File: config.mk
export PLATFORM = sky130hd
export DESIGN_NAME = znp_frame_deframer_core
export DESIGN_NICKNAME = d
export VERILOG_FILES = /design/src/rtl/core/zfd_pkg.sv /design/src/rtl/core/znp_frame_deframer_core.sv /design/src/rtl/core/zfd_parser.sv /design/src/rtl/core/zfd_out_reg.sv
export SDC_FILE = /design/constraint.sdc
export NUM_CORES = 1
export LEC_CHECK = 0
export CORE_MARGIN = 3
export CORE_UTILIZATION = 66
export CTS_CLUSTER_DIAMETER = 150
export CTS_CLUSTER_SIZE = 14
export DETAILED_ROUTE_END_ITERATION = 10
export DONT_BUFFER_PORTS = 1
export PLACE_DENSITY = 0.87
export RECOVER_POWER = 100
export SLEW_MARGIN = 20
export SYNTH_ARGS = -nofsm -noshare
export SYNTH_HDL_FRONTEND = slang
export SYNTH_SLANG_ARGS = --single-unit
File: constraint.sdc
create_clock -name clk -period 13.35 [get_ports clk]
set_clock_uncertainty 0.1 [all_clocks]
set_input_delay 2.67 -clock clk [delete_from_list [all_inputs] [get_ports clk]]
set_output_delay 2.67 -clock clk [all_outputs]
set_load 0.03 [all_outputs]
File: src/rtl/core/zfd_pkg.sv
package zfd_pkg;

  localparam int ByteW = 8;
  localparam int KindW = 2;
  localparam int TypeW = 3;
  localparam int SubsysW = 5;
  localparam int CfgIdxW = 2;

  // Payload length ceiling, whatever max_payload says
  localparam logic [ByteW-1:0] HardMaxPayload = 8'd250;

  localparam logic [ByteW-1:0] StartByteRst = 8'd254;
  localparam logic [ByteW-1:0] MaxPayloadRst = 8'd250;

  // Configuration register indexes
  localparam logic [CfgIdxW-1:0] CFG_START_BYTE = 2'd0;
  localparam logic [CfgIdxW-1:0] CFG_MAX_PAYLOAD = 2'd1;

  // Event kinds
  localparam logic [KindW-1:0] EV_HEADER = 2'd0;
  localparam logic [KindW-1:0] EV_DATA = 2'd1;
  localparam logic [KindW-1:0] EV_END = 2'd2;
  localparam logic [KindW-1:0] EV_LENERR = 2'd3;

  typedef struct packed {
    logic [KindW-1:0]   event_kind;
    logic [TypeW-1:0]   frame_type;
    logic [SubsysW-1:0] subsystem;
    logic [ByteW-1:0]   command_id;
    logic [ByteW-1:0]   payload_len;
    logic [ByteW-1:0]   data_byte;
    logic [ByteW-1:0]   byte_index;
    logic               status;
  } zfd_event_t;

endpackage

File: src/rtl/core/znp_frame_deframer_core.sv
// Streaming deframer for serial frames laid out as start, length, cmd0, cmd1,
// payload[length], check. One byte word enters per cycle on the in_ channel,
// and each byte is fully handled in that cycle: while hunting, bytes other
// than the configured start byte are dropped; after cmd1 a header word is
// produced (type, subsystem, command id, length), then one word per payload
// byte with its index, then a frame end word whose status flags a check byte
// that differs from the XOR of length, cmd0, cmd1 and payload. A length above
// min(max_payload, 250) gives a length error word and a return to hunting. A
// start byte inside a frame is plain data. Throughput is one byte per cycle;
// the result word of an accepted byte is valid in the next cycle, held by the
// single output register. in_ready drops only while that register holds a
// word that out_ready does not take. Write configuration only while idle;
// cfg_ready is always high and writes to unknown indexes are ignored.
module znp_frame_deframer_core
  import zfd_pkg::*;
(
  input  logic                clk,
  input  logic                rst_n,
  input  logic                in_valid,
  output logic                in_ready,
  input  logic [ByteW-1:0]    in_rx_byte,
  output logic                out_valid,
  input  logic                out_ready,
  output logic [KindW-1:0]    out_event_kind,
  output logic [TypeW-1:0]    out_frame_type,
  output logic [SubsysW-1:0]  out_subsystem,
  output logic [ByteW-1:0]    out_command_id,
  output logic [ByteW-1:0]    out_payload_len,
  output logic [ByteW-1:0]    out_data_byte,
  output logic [ByteW-1:0]    out_byte_index,
  output logic                out_status,
  input  logic                cfg_valid,
  output logic                cfg_ready,
  input  logic [CfgIdxW-1:0]  cfg_index,
  input  logic [ByteW-1:0]    cfg_data
);

  logic [ByteW-1:0] start_byte_r;
  logic [ByteW-1:0] max_payload_r;
  logic             byte_fire;
  logic             ev_valid;
  zfd_event_t       ev;
  zfd_event_t       out_ev;

  assign cfg_ready = 1'b1;
  assign byte_fire = in_valid && in_ready;

  // configuration registers; unknown indexes drop the write
  always_ff @(posedge clk) begin
    if (!rst_n) begin
      start_byte_r  <= StartByteRst;
      max_payload_r <= MaxPayloadRst;
    end else if (cfg_valid && cfg_ready) begin
      case (cfg_index)
        CFG_START_BYTE:  start_byte_r  <= cfg_data;
        CFG_MAX_PAYLOAD: max_payload_r <= cfg_data;
        default: ;
      endcase
    end
  end

  // frame state machine: decode the byte, advance on accept
  zfd_parser u_parser (
    .clk         (clk),
    .rst_n       (rst_n),
    .byte_fire   (byte_fire),
    .rx_byte     (in_rx_byte),
    .start_byte  (start_byte_r),
    .max_payload (max_payload_r),
    .ev_valid    (ev_valid),
    .ev          (ev)
  );

  // result register: hold the event word until the sink takes it
  zfd_out_reg u_out_reg (
    .clk       (clk),
    .rst_n     (rst_n),
    .load      (byte_fire && ev_valid),
    .ev        (ev),
    .out_ready (out_ready),
    .out_valid (out_valid),
    .up_ready  (in_ready),
    .out_ev    (out_ev)
  );

  assign out_event_kind  = out_ev.event_kind;
  assign out_frame_type  = out_ev.frame_type;
  assign out_subsystem   = out_ev.subsystem;
  assign out_command_id  = out_ev.command_id;
  assign out_payload_len = out_ev.payload_len;
  assign out_data_byte   = out_ev.data_byte;
  assign out_byte_index  = out_ev.byte_index;
  assign out_status      = out_ev.status;

endmodule

File: src/rtl/core/zfd_parser.sv
module zfd_parser
  import zfd_pkg::*;
(
  input  logic             clk,
  input  logic             rst_n,
  input  logic             byte_fire,
  input  logic [ByteW-1:0] rx_byte,
  input  logic [ByteW-1:0] start_byte,
  input  logic [ByteW-1:0] max_payload,
  output logic             ev_valid,
  output zfd_event_t       ev
);

  localparam logic [2:0] PH_HUNT    = 3'd0;
  localparam logic [2:0] PH_LEN     = 3'd1;
  localparam logic [2:0] PH_CMD0    = 3'd2;
  localparam logic [2:0] PH_CMD1    = 3'd3;
  localparam logic [2:0] PH_PAYLOAD = 3'd4;
  localparam logic [2:0] PH_CHECK   = 3'd5;

  logic [2:0]       phase_r, phase_nxt;
  logic [ByteW-1:0] xor_r, xor_nxt;
  logic [ByteW-1:0] frame_length_r, frame_length_nxt;
  logic [ByteW-1:0] payload_count_r, payload_count_nxt;
  logic [ByteW-1:0] cmd0_r, cmd0_nxt;
  logic [ByteW-1:0] limit;
  logic [ByteW-1:0] count_inc;

  assign limit = (max_payload < HardMaxPayload) ? max_payload : HardMaxPayload;
  assign count_inc = payload_count_r + 8'd1;

  always_comb begin
    phase_nxt         = phase_r;
    xor_nxt           = xor_r;
    frame_length_nxt  = frame_length_r;
    payload_count_nxt = payload_count_r;
    cmd0_nxt          = cmd0_r;
    ev_valid          = 1'b0;
    ev                = '0;
    case (phase_r)
      PH_LEN: begin
        if (rx_byte > limit) begin
          ev_valid       = 1'b1;
          ev.event_kind  = EV_LENERR;
          ev.payload_len = rx_byte;
          phase_nxt      = PH_HUNT;
        end else begin
          frame_length_nxt = rx_byte;
          xor_nxt          = rx_byte;
          phase_nxt        = PH_CMD0;
        end
      end
      PH_CMD0: begin
        cmd0_nxt  = rx_byte;
        xor_nxt   = xor_r ^ rx_byte;
        phase_nxt = PH_CMD1;
      end
      PH_CMD1: begin
        xor_nxt           = xor_r ^ rx_byte;
        payload_count_nxt = '0;
        ev_valid          = 1'b1;
        ev.event_kind     = EV_HEADER;
        ev.frame_type     = cmd0_r[7:5];
        ev.subsystem      = cmd0_r[4:0];
        ev.command_id     = rx_byte;
        ev.payload_len    = frame_length_r;
        phase_nxt         = (frame_length_r == '0) ? PH_CHECK : PH_PAYLOAD;
      end
      PH_PAYLOAD: begin
        xor_nxt           = xor_r ^ rx_byte;
        ev_valid          = 1'b1;
        ev.event_kind     = EV_DATA;
        ev.data_byte      = rx_byte;
        ev.byte_index     = payload_count_r;
        payload_count_nxt = count_inc;
        if (count_inc >= frame_length_r) begin
          phase_nxt = PH_CHECK;
        end
      end
      PH_CHECK: begin
        ev_valid      = 1'b1;
        ev.event_kind = EV_END;
        ev.status     = (xor_r != rx_byte);
        phase_nxt     = PH_HUNT;
      end
      default: begin
        // hunting: drop everything but the start byte
        if (rx_byte == start_byte) begin
          xor_nxt   = '0;
          phase_nxt = PH_LEN;
        end else begin
          phase_nxt = PH_HUNT;
        end
      end
    endcase
  end

  always_ff @(posedge clk) begin
    if (!rst_n) begin
      phase_r         <= PH_HUNT;
      xor_r           <= '0;
      frame_length_r  <= '0;
      payload_count_r <= '0;
      cmd0_r          <= '0;
    end else if (byte_fire) begin
      phase_r         <= phase_nxt;
      xor_r           <= xor_nxt;
      frame_length_r  <= frame_length_nxt;
      payload_count_r <= payload_count_nxt;
      cmd0_r          <= cmd0_nxt;
    end
  end

`ifndef SYNTHESIS
  a_payload_nonempty: assert property (@(posedge clk) disable iff (!rst_n)
    (phase_r == PH_PAYLOAD) |-> (frame_length_r != '0))
    else $error("payload phase with zero frame length");

  a_count_in_range: assert property (@(posedge clk) disable iff (!rst_n)
    (phase_r == PH_PAYLOAD) |-> (payload_count_r < frame_length_r))
    else $error("payload count ran past frame length");

  a_length_capped: assert property (@(posedge clk) disable iff (!rst_n)
    frame_length_r <= HardMaxPayload)
    else $error("stored frame length above hard maximum");

  a_lenerr_to_hunt: assert property (@(posedge clk) disable iff (!rst_n)
    (byte_fire && ev_valid && ev.event_kind == EV_LENERR) |=> (phase_r == PH_HUNT))
    else $error("length error did not return to hunting");
`endif

endmodule

File: src/rtl/core/zfd_out_reg.sv
module zfd_out_reg
  import zfd_pkg::*;
(
  input  logic       clk,
  input  logic       rst_n,
  input  logic       load,
  input  zfd_event_t ev,
  input  logic       out_ready,
  output logic       out_valid,
  output logic       up_ready,
  output zfd_event_t out_ev
);

  logic       valid_r, valid_nxt;
  zfd_event_t ev_r;

  // take a new word whenever the held one is empty or leaving this cycle
  assign up_ready = !valid_r || out_ready;

  always_comb begin
    valid_nxt = valid_r;
    if (load) begin
      valid_nxt = 1'b1;
    end else if (out_ready) begin
      valid_nxt = 1'b0;
    end
  end

  always_ff @(posedge clk) begin
    if (!rst_n) begin
      valid_r <= 1'b0;
    end else begin
      valid_r <= valid_nxt;
    end
  end

  always_ff @(posedge clk) begin
    if (load) begin
      ev_r <= ev;
    end
  end

  assign out_valid = valid_r;
  assign out_ev    = ev_r;

endmodule

Word level (Yosys, flattened, before mapping)

Index checks and enable logic that the tools add are counted.

Bits in registers: 95
Bits of input ports: 23
Output and inout port bits: 46
Word-level logic and storage cells: 69

Add/sub/neg operators: 1
Magnitude comparators: 3
Equal/unequal tests: 10
Multiplexer cells: 18
Bitwise gates (word level): 3
Reduce and logical (&&, ||, !) cells: 18

Operators with widths:

| operator                                                         | count |
|---|---|
| 8-bit two-way mux                                                | 4 |
| 8-bit one-hot mux with 2 select lines                            | 2 |
| 8-bit one-hot mux with 3 select lines                            | 1 |
| 3-bit one-hot mux with 5 select lines                            | 1 |
| 2-bit AND reduction                                              | 5 |
| 8-bit by 1-bit adder with 8-bit output (second input constant)   | 1 |
| 8-bit == test                                                    | 1 |
| 8-bit greater-or-equal comparator                                | 1 |
| 8-bit greater-than comparator                                    | 1 |
| 8-bit logical NOT                                                | 1 |
| 8-bit < comparator (second input constant)                       | 1 |
| 8-bit != test                                                    | 1 |
| 8-bit XOR                                                        | 1 |
| 3-bit by 2-bit == test with 1-bit output (second input constant) | 2 |
| 3-bit == test (second input constant)                            | 2 |
| 2-bit one-hot mux with 3 select lines                            | 1 |
| 3-bit OR reduction                                               | 2 |
| 1-bit two-way mux                                                | 5 |
| 2-bit two-way mux                                                | 2 |
| 4-bit AND reduction                                              | 1 |
| 2-bit nonzero test                                               | 2 |
| 3-bit by 1-bit == test with 1-bit output (second input constant) | 1 |
| 3-bit two-way mux                                                | 1 |
| 3-bit AND reduction                                              | 1 |
| 10 further kinds                                                 | 12 |

Longest topological paths before layout

Gate-level depths: netlist (run 1).

Depth in word-level cells: 7
Depth in mapped cells: 11

Hierarchy

From an unflattened synthesis (run 1), not the netlist that was laid out.

Cells, all modules: 467
Area, all modules: 4892.2 µm²

Modules (own cells, without submodules):

| module                  | instances | cells an instance | area an instance (µm²) | seq. area each (µm²) |
|---|---|---|---|---|
| zfd_parser              | 1         | 352               | 2854.0                 | 700.7 |
| zfd_out_reg             | 1         | 47                | 1340.0                 | 1311.3 |
| znp_frame_deframer_core | 1         | 68                | 698.2                  | 320.3 |

Least setup slack after synthesis (run 1)

No wires, ideal clock.

Kind: in2reg
From: input in_rx_byte[0]
To: register u_out_reg.ev_r (netlist bit u_out_reg.out_ev[0]), enable pin
Setup time: 459 ps
Arrival time: 5971 ps
Data required time: 12791 ps
Setup slack: 6819 ps
Stages: 8
Buffers on the path: 1
Path through: buf_4 -> inv_1 -> ha_1 -> nand4_1 -> nor2_2 -> a211oi_2 -> o311ai_0 -> a21oi_1

Word-level cells in the longest chain between the ends: 4

Ends and longest elaborated chain:

| what                                  | line                          | RTL |
|---|---|---|
| from (decl)                           | znp_frame_deframer_core.sv:21 | `input logic [ByteW-1:0] in_rx_byte,` |
| 8-bit greater-than comparator         | zfd_parser.sv:42              | `if (rx_byte > limit) begin` |
| 1-bit two-way mux                     | zfd_parser.sv:42              |  |
| 1-bit one-hot mux with 2 select lines | zfd_parser.sv:40              | `case (phase_r)` |
| 1-bit logical AND                     | znp_frame_deframer_core.sv:78 | `.load (byte_fire && ev_valid),` |
| net u_out_reg.load                    | zfd_out_reg.sv:6              | `input logic load,` |
| to (signal assigned)                  | zfd_out_reg.sv:39             | `ev_r <= ev;` |
| to (decl)                             | zfd_out_reg.sv:15             | `zfd_event_t ev_r;` |

The timed path passes the listed nets, and every way through them passes these cells.
A chain may end at the register's enable or synchronous reset.

Worst setup path after layout (run 1)

From: input in_rx_byte[0]
To: register u_out_reg.ev_r (netlist bit u_out_reg.out_ev[33]), enable pin

The elaborated chain is that of the path after synthesis.

==> flow_metrics.py, run 1 <==
metrics = {
    "power": {
        "p_per_area_nw_per_um2": 104,
        "ir_worst_vdd_mv": 0.0662,
        "p_leak_nw": 1.79,
        "finalPower_mw": 0.504,
    },
    "synth": {
        "synthFlopType": "dfxtp_1",
        "ys_async_sr_fraction": 0,
        "yosysTopAreaCell": "edfxtp_1",
        "synth_edf_count": 43,
        "syn-num-nets": 506,
        "netlist_area_sq_um": 4750,
        "ys_warn_count": 0,
        "ys_ff_latch": 95,
        "synth_cell_types": 57,
        "synth_cells": 464,
        "yosys-top-cells-area": "edfxtp_1 (27%), dfxtp_1 (22%), and2_1 (5.4%)",
        "ys_seq_area_frac": 0.491,
        "avgSynthCellArea_sq_um": 10.2,
        "yosysTopAreaCellShare": 0.272,
    },
    "clock_tree": {
        "cts_tree": "built",
        "clkSlewWorstSetupHoldPaths_ps": 100,
        "cts_setup_buffers": 0,
        "clock_sinks": 95,
        "cts_resized": 0,
        "hold_buffers": 0,
        "cts_max_path_buffers": 2,
        "cts_made_buffers": 9,
        "cts-root-buf": "clkbuf_8",
        "ctsHtreeMaxLevel": 3,
        "clock_latency_ps": 370,
    },
    "flow_run": {
        "max_cap_viol_count": 1,
    },
    "grt": {
        "grt-ovfl-total": 0,
        "grt_pass1_vias": 3093,
        "grt_max_degree": 63,
        "grt_pass1_wl_um": 15700,
        "track_usage": 0.240,
        "grt_antenna_before_repair": 0,
    },
    "final_layout": {
        "multi_input_area_sq_um": 2120,
        "mostFrequentLayoutCell": "dfxtp_1",
        "synthToLayoutAreaGrowth_pct": 1.82,
        "fin_nets": 488,
        "layout-drive-gt1-share": 0.0510,
        "fillers": 508,
        "layout_common_cells": "dfxtp_1 (52), edfxtp_1 (43), nand2_1 (42)",
        "antenna_cells": 0,
        "seqCellArea_sq_um": 2330,
    },
    "sta": {
        "tns_ps": 0,
        "hold_viol": 0,
        "fin_ws_ps": 6940,
        "relSlewSlack": -0.124,
        "drv_slew": 33,
        "rsz0062_at_grt": "false",
        "fmax_mhz": 156,
        "worstMarginPinSlew_ps": 1690,
        "setup_viol": 0,
        "finalCriticalPeriod_ps": 6410,
        "fin_crit_sh": 0.480,
    },
    "setup_path": {
        "r2r_start": "max_payload_r[3]",
        "crit_path_max_fanout": 32,
        "worstSetupStartpointType": "input port",
        "required_ps": 13230,
        "crit_start": "in_rx_byte[0]",
        "cp.arrival_ps": 6280,
        "critPathKind": "in2reg",
        "cp-end-kind": "flop",
    },
    "run_status": {
        "violations": "capacitance limit, slew limit",
        "status": "finished, violations left",
    },
    "floorplanning": {
        "initial_core_util": 0.692,
        "core_area_sq_um": 6870,
        "die-area_sq_um": 8250,
        "num_rows": 30,
        "io_pins": 69,
        "die_x_um": 90.9,
        "die_y_um": 90.9,
    },
    "route": {
        "vias": 3315,
        "drt_iter0_markers": 227,
        "postRouteAntennaNets": 0,
        "route.detailed.vias_per_inst": 6.06,
        "post_drt_wl_per_cell_um": 17.7,
        "drc_errors": 0,
        "routed_wl_um": 9660,
        "first_pass_iters": 5,
    },
    "worst_hold_path": {
        "min_from": "start_byte_r[1]",
        "hold_path.class": "reg2reg",
    },
    "place": {
        "place.gp.congestion": 0.859,
        "portBuffers": 0,
        "dp_slack_ps": 7640,
        "place_hpwl_um": 6520,
    },
}
-- cells by family (layout without fill, tap and decap cells) --
family / Yosys count / count (layout) / synth area share
XOR/XNOR: 23 / 23 / 0.0424
adder cells (fa/ha/maj): 19 / 19 / 0.0500
AND/OR/NAND/NOR: 178 / 178 / 0.205
buffers and inverters: 49 / 36 / 0.0529
other: 1 / 1 / 0.000789
flip-flops: 95 / 95 / 0.491
multiplexers: 16 / 16 / 0.0337
AO/OA/AOI/OAI: 83 / 83 / 0.125
-- synth_stat cells (2+ instances only) --
cell	n
a22oi_1	3
xor2_1	11
nor2_2	5
o21ai_0	22
mux2i_1	16
nor2_1	13
inv_1	16
a22o_1	8
a21oi_1	9
edfxtp_1	43
buf_4	10
buf_6	2
nand2_1	41
nor3b_1	2
a21o_1	2
nand3b_1	2
ha_1	19
nor4_2	2
nor4_1	2
nand2b_1	4
o211ai_1	13
a21boi_0	4
o2bb2ai_1	7
buf_2	4
nor3_1	8
o311ai_0	2
nand3_1	22
and2_1	41
nand4_1	5
xnor2_1	12
clkbuf_1	14
nor2b_1	23
a211oi_1	2
dfxtp_1	52
-- final cells by class --
cell class / instances / area share
Clock buffer: 9 / 0.0256
Inverter: 17 / 0.0132
Multi-Input combinational cell: 320 / 0.438
Tap cell: 96 / 0.0248
Sequential cell: 95 / 0.482
Timing Repair Buffer: 3 / 0.00233
Clock inverter: 7 / 0.0137
-- registers in the layout, summed over array words and instances (netlist names) --
name                      flops
u_out_reg.out_ev             43
max_payload_r                 8
start_byte_r                  8
u_parser.cmd0_r               8
u_parser.frame_length_r       8
u_parser.payload_count_r      8
u_parser.xor_r                8
u_parser.phase_r              3
u_out_reg.out_valid           1
-- path summary, 6_finish.rpt --
kind / cells after the start / to / slack, ps
min reg2reg: 2 / start_byte_r[1] / 390
max reg2reg: 10 / u_out_reg.out_ev[33] / 8520
min: 2 / start_byte_r[1] / 390
max: 8 / u_out_reg.out_ev[33] / 6940
-- layer usage --
layer  track usage  share of wire  vias up
met5             0              0        -
met4         0.116          0.031        0
met3        0.0567          0.068       26
met2         0.364           0.45      146
met1         0.325           0.45     1548
li1              -              -     1595
-- worst max-delay path, stage by stage --
cell      delay (ps)
inv_1             80
ha_1             220
nor2b_1          140
o211ai_1         110
a211oi_1         470
o311ai_0         190
a21oi_1         1090
clkbuf_1        1290
-- power breakdown --
part	internal [mW]	switching, mW	total [mW]
logic	0.00845	0.00952	0.0180
registers	0.303	0.00158	0.305
clock network	0.0721	0.109	0.181
total	0.384	0.120	0.504
-- per-stage QoR --
stage / std cells / hold slack (ps) / utilization / cell area [sq um]
2_1_floorplan: 464 / 339 / - / 4750
3_3_place_gp: 531 / 350 / 0.687 / 4720
3_5_place_dp: 531 / 376 / 0.687 / 4720
4_1_cts: 547 / 394 / 0.715 / 4910
5_1_grt: 547 / 419 / 0.704 / 4840
6_report: 547 / 390 / 0.704 / 4840
Note: power is estimated with default switching activity, not from simulation.
==> inputs of run 2 (changes only) <==
Settings changed: CORE_UTILIZATION 66 to 57, PLACE_DENSITY 0.87 to 0.8.
Clock period 13.35 ns to 5.8 ns, I/O delays scaled along.
==> run 2 against run 1 <==
Against the previous run:
- the flow still finishes with violations (capacitance limit, slew limit)
- sequential power up 130%
- first-iteration DRC count increased by 11%
- clock power is 140% higher
- core utilization shrank 9.2 points
- die area increased by 15%
- largest power group unchanged
- non-clock buffer count unchanged
- cell area rose by 0.36%
- combinational power grew 130%
- register-to-register slack worse by 7100 ps
- worst hold slack got worse by 3.2 ps
- global-route usage shrank 1.3 points
- clock-buffer cell count is 1 higher
- highest routed layer unchanged
- critical endpoint is now u_out_reg.out_ev[41]
==> flow_metrics.py, run 2 (synthesis results as in run 1) <==
metrics = {
    "route": {
        "vias": 3349,
        "drt_iter0_markers": 251,
        "route.detailed.vias_per_inst": 6.06,
        "first_pass_iters": 4,
        "post_drt_wl_per_cell_um": 19.2,
        "drc_errors": 0,
        "postRouteAntennaNets": 0,
        "routed_wl_um": 10600,
    },
    "place": {
        "place_hpwl_um": 7370,
        "placed_cells": 537,
        "portBuffers": 0,
        "place.gp.congestion": 0.928,
        "place_area_sq_um": 4730,
    },
    "final_layout": {
        "fin_nets": 488,
        "largest_reg_flops": 43,
        "final_util": 0.613,
        "final_area_sq_um": 4860,
        "fin_cells": 553,
        "layout-drive-gt1-share": 0.0510,
        "synthToLayoutAreaGrowth_pct": 2.19,
        "fillers": 680,
        "mostFrequentLayoutCell": "dfxtp_1",
        "antenna_cells": 0,
        "layout_common_cells": "dfxtp_1 (52), edfxtp_1 (43), nand2_1 (42)",
    },
    "sta": {
        "drv_slew": 21,
        "fmax_mhz": 225,
        "setup_viol": 0,
        "hold_viol": 0,
        "tns_ps": 0,
        "fin_crit_sh": 0.765,
        "rsz0062_at_grt": "false",
        "relSlewSlack": -0.301,
        "worstMarginPinSlew_ps": 1950,
        "finalCriticalPeriod_ps": 4440,
    },
    "clock_tree": {
        "cts_made_buffers": 9,
        "clock_latency_ps": 360,
        "ctsHtreeMaxLevel": 3,
        "cts-root-buf": "clkbuf_8",
        "cts_resized": 0,
        "clkSlewWorstSetupHoldPaths_ps": 90,
        "cts_tree": "built",
        "hold_buffers": 0,
        "cts_max_path_buffers": 2,
        "clock_sinks": 95,
        "cts_setup_buffers": 0,
    },
    "setup_path": {
        "cp-end-kind": "flop",
        "worstSetupStartpointType": "input port",
        "cp.arrival_ps": 4360,
        "critPathKind": "in2reg",
        "rrSetupSlack_ps": 1470,
        "required_ps": 5720,
        "crit_path_max_fanout": 26,
    },
    "power": {
        "p_per_area_nw_per_um2": 244,
        "ir_worst_vdd_mv": 0.124,
        "p_leak_nw": 1.79,
    },
    "floorplanning": {
        "initial_core_util": 0.599,
        "die_x_um": 97.3,
        "core_area_sq_um": 7930,
        "io_pins": 69,
        "die-area_sq_um": 9470,
        "die_y_um": 97.3,
        "num_rows": 32,
    },
    "run_status": {
        "status": "finished, violations left",
        "violations": "capacitance limit, slew limit",
    },
    "grt": {
        "grt_pass1_wl_um": 17200,
        "grt_pass1_vias": 3347,
        "grt_max_degree": 63,
        "grt_antenna_before_repair": 0,
        "grt-ovfl-total": 0,
        "track_usage": 0.228,
    },
    "worst_hold_path": {
        "hold_path.class": "reg2reg",
    },
    "flow_run": {
        "max_cap_viol_count": 2,
    },
}
run 2: cell types whose count changed in the layout (fill, tap and decap cells not counted), sizes merged:
cell      delta
inv          -1
buf          +1
bufinv       +1
clkinvlp     -1
run 2: per-layer routing:
| layer | global-route usage | vias up | wire (um) |
|---|---|---|---|
| met4 | 0.0937 | 0 | 237 |
| met5 | 0 | - | 0 |
| met3 | 0.0553 | 16 | 751 |
| met1 | 0.289 | 1602 | 4620 |
| met2 | 0.373 | 142 | 4990 |
| li1 | - | 1589 | - |
run 2: critical path: stages:
cell	delay, ps
inv_1	130
ha_1	260
nand4_1	110
nor2_2	50
a211oi_1	400
o311ai_0	180
a21oi_1	1510
buf_4	540
run 2: per-stage QoR:
stage	setup slack (ps)	hold WS [ps]	power (mW)
6_report	1360	387	1.19
5_1_grt	1090	420	1.23
4_1_cts	2300	387	1.20
3_5_place_dp	1930	374	0.760
3_3_place_gp	2030	354	0.759
2_1_floorplan	779	339	0.767
run 2: worst paths after layout:
check                        start                   end  cells past startpoint
setup reg to reg  max_payload_r[4]  u_out_reg.out_ev[41]                     10
setup / recovery     in_rx_byte[0]  u_out_reg.out_ev[41]                      8
hold / removal    max_payload_r[2]      max_payload_r[2]                      2
hold reg to reg   max_payload_r[2]      max_payload_r[2]                      2
run 2: where the power goes:
group | internal [mW] | total [mW] | switching, mW
Sequential | 0.698 | 0.702 | 0.00362
Clock | 0.203 | 0.443 | 0.240
Combinational | 0.0198 | 0.0414 | 0.0216
Total | 0.921 | 1.19 | 0.265
run 2: layout make-up:
cell class | count | area [sq um] | share of cell area
clock buffer | 10 | 128 | 0.0263
tap | 102 | 128 | 0.0263
multi-input combinational | 320 | 2120 | 0.437
inverter | 17 | 63.8 | 0.0131
sequential | 95 | 2330 | 0.480
timing repair buffer | 3 | 15.0 | 0.00309
clock inverter | 6 | 68.8 | 0.0142
==> inputs of run 3 (changes only) <==
Clock period 5.8 ns to 3.9 ns, I/O delays scaled along.
==> run 3 against run 2 <==
Against the previous run:
- cell area rose by 0.57%
- critical endpoint is now u_parser.xor_r[2]
- register-to-register slack got worse by 930 ps
- core utilization rose by 0.35 points
- routed wire length fell by 0.63%
- largest cell class unchanged
- global-route usage rose by 0.19 points
- die area did not move
- clock-buffer cell count fell by 1
- combinational power rose by 53%
- setup slack got worse by 820 ps
- the flow now finishes without violations
- final cell count rose by 0.18%
==> flow_metrics.py, run 3 (synthesis results as in run 1) <==
metrics = {
    "grt": {
        "grt_max_degree": 63,
        "grt-ovfl-total": 0,
        "grt_pass1_wl_um": 17300,
        "grt_antenna_before_repair": 0,
        "grt_pass1_vias": 3226,
        "track_usage": 0.229,
    },
    "run_status": {
        "status": "finished, final reports clean",
    },
    "floorplanning": {
        "core_area_sq_um": 7930,
        "num_rows": 32,
        "die_y_um": 97.3,
        "die-area_sq_um": 9470,
        "initial_core_util": 0.599,
        "die_x_um": 97.3,
        "io_pins": 69,
    },
    "route": {
        "post_drt_wl_per_cell_um": 19.0,
        "first_pass_iters": 5,
        "drt_iter0_markers": 206,
        "vias": 3364,
        "drc_errors": 0,
        "route.detailed.vias_per_inst": 6.07,
        "routed_wl_um": 10500,
        "postRouteAntennaNets": 0,
    },
    "sta": {
        "setup_viol": 0,
        "relSlewSlack": 0.181,
        "rsz0062_at_grt": "false",
        "finalCriticalPeriod_ps": 3360,
        "fin_crit_sh": 0.860,
        "fmax_mhz": 298,
        "hold_viol": 0,
        "tns_ps": 0,
        "worstMarginPinSlew_ps": 1220,
        "holdWs_ps": 385,
        "drv_slew": 0,
    },
    "clock_tree": {
        "cts_tree": "built",
        "cts_setup_buffers": 0,
        "clkSlewWorstSetupHoldPaths_ps": 110,
        "ctsHtreeMaxLevel": 3,
        "cts_resized": 0,
        "cts_max_path_buffers": 2,
        "cts-root-buf": "clkbuf_8",
        "cts_made_buffers": 9,
        "clock_sinks": 95,
        "hold_buffers": 0,
        "clock_latency_ps": 370,
    },
    "power": {
        "p_switching_mw": 0.418,
        "p_seq_frac": 0.602,
        "p_per_area_nw_per_um2": 355,
        "switching_share": 0.241,
        "p_leak_nw": 1.79,
        "ir_worst_vdd_mv": 0.213,
        "clockPowerShare": 0.362,
        "p_int_mw": 1.32,
        "finalPower_mw": 1.73,
        "combPwrFrac": 0.036,
    },
    "place": {
        "place.gp.congestion": 0.948,
        "place_hpwl_um": 7510,
        "portBuffers": 0,
        "placed_cells": 538,
    },
    "setup_path": {
        "cp.arrival_ps": 3540,
        "critPathKind": "reg2reg",
        "crit_end": "u_parser.xor_r[2]",
        "required_ps": 4080,
        "rrSetupSlack_ps": 540,
        "cpMostUsedCell": "nor2_1",
        "reg2regPathDepth": 10,
        "r2r_start": "max_payload_r[6]",
        "crit_path_max_incr_delay_ps": 990,
        "crit_start": "max_payload_r[6]",
        "cp-end-kind": "flop",
        "worstSetupStartpointType": "flop",
        "path_buf_inv": 0,
        "critical_path.top_delay_family": "compound AO/OA/AOI/OAI gates",
        "crit_path_max_fanout": 9,
        "reg2reg_to": "u_parser.xor_r[2]",
        "cp.depth": 10,
        "cp_slowest_cell": "o31ai_1",
        "cp_cell_sequence": "nand4_1 > nor2_1 > nor2_1 > ha_1 > nor2b_1 > o211ai_1 > a211oi_1 > o31ai_1 > nand2_1 > o2bb2ai_1",
    },
    "final_layout": {
        "mostFrequentLayoutCell": "dfxtp_1",
        "layout_common_cells": "dfxtp_1 (52), edfxtp_1 (43), nand2_1 (42)",
        "fin_cells": 554,
        "layout-drive-gt1-share": 0.0575,
        "largest_reg_flops": 43,
        "fin_nets": 489,
        "synthToLayoutAreaGrowth_pct": 2.76,
        "antenna_cells": 0,
    },
    "worst_hold_path": {
        "min_from": "max_payload_r[2]",
        "hold_path.class": "reg2reg",
    },
    "flow_run": {
        "max_cap_viol_count": 0,
    },
}
run 3: worst reg2reg max path: stages, from the launching register on:
cell and delay [ps]:
dfxtp_1 350, nand4_1 120, nor2_1 160, nor2_1 60, ha_1 280, nor2b_1 130
o211ai_1 160, a211oi_1 150, o31ai_1 990, nand2_1 520, o2bb2ai_1 260
run 3: power groups by stage:
stage | combinational [mW] | sequential [mW] | clock, mW
after detailed placement | 0.0647 | 1.07 | 0
final | 0.0632 | 1.04 | 0.627
after floorplan | 0.0755 | 1.07 | 0
after CTS | 0.0650 | 1.04 | 0.637
after global routing | 0.0718 | 1.04 | 0.683
after global placement | 0.0623 | 1.07 | 0
run 3: worst min-delay path by stage:
| stage | to | slack, ps | cells after the start |
|---|---|---|---|
| final | max_payload_r[2] | 380 | 2 |
| after global routing | start_byte_r[7] | 390 | 1 |
| after CTS | max_payload_r[1] | 370 | 1 |
| after detailed placement | max_payload_r[2] | 370 | 2 |
| after global placement | max_payload_r[0] | 360 | 2 |
| after floorplan | max_payload_r[0] | 340 | 2 |
run 3: metal layers:
metal  global-route usage  routed length, um  up-vias
li1                     -                  -     1587
met1                0.291               4390     1614
met2                0.386               5190      146
met3               0.0524                757       17
met4               0.0799                199        0
met5                    0                  0        -
run 3: cell type report:
class,instances,area (sq um)
clock buffers,9,124
clock inverters,7,66.3
fillers,668,3040
inverters,17,63.8
multi-input cells,320,2140
flip-flops and latches,95,2330
well taps,102,128
repair buffers,4,31.3
run 3: per-stage QoR:
| stage | worst slack (ps) | cell area, sq um | util |
|---|---|---|---|
| after floorplan | 196 | 4760 | - |
| after global placement | 892 | 4750 | 0.599 |
| after detailed placement | 801 | 4750 | 0.599 |
| after CTS | 915 | 4940 | 0.623 |
| after global routing | 349 | 4880 | 0.616 |
| final | 544 | 4880 | 0.616 |
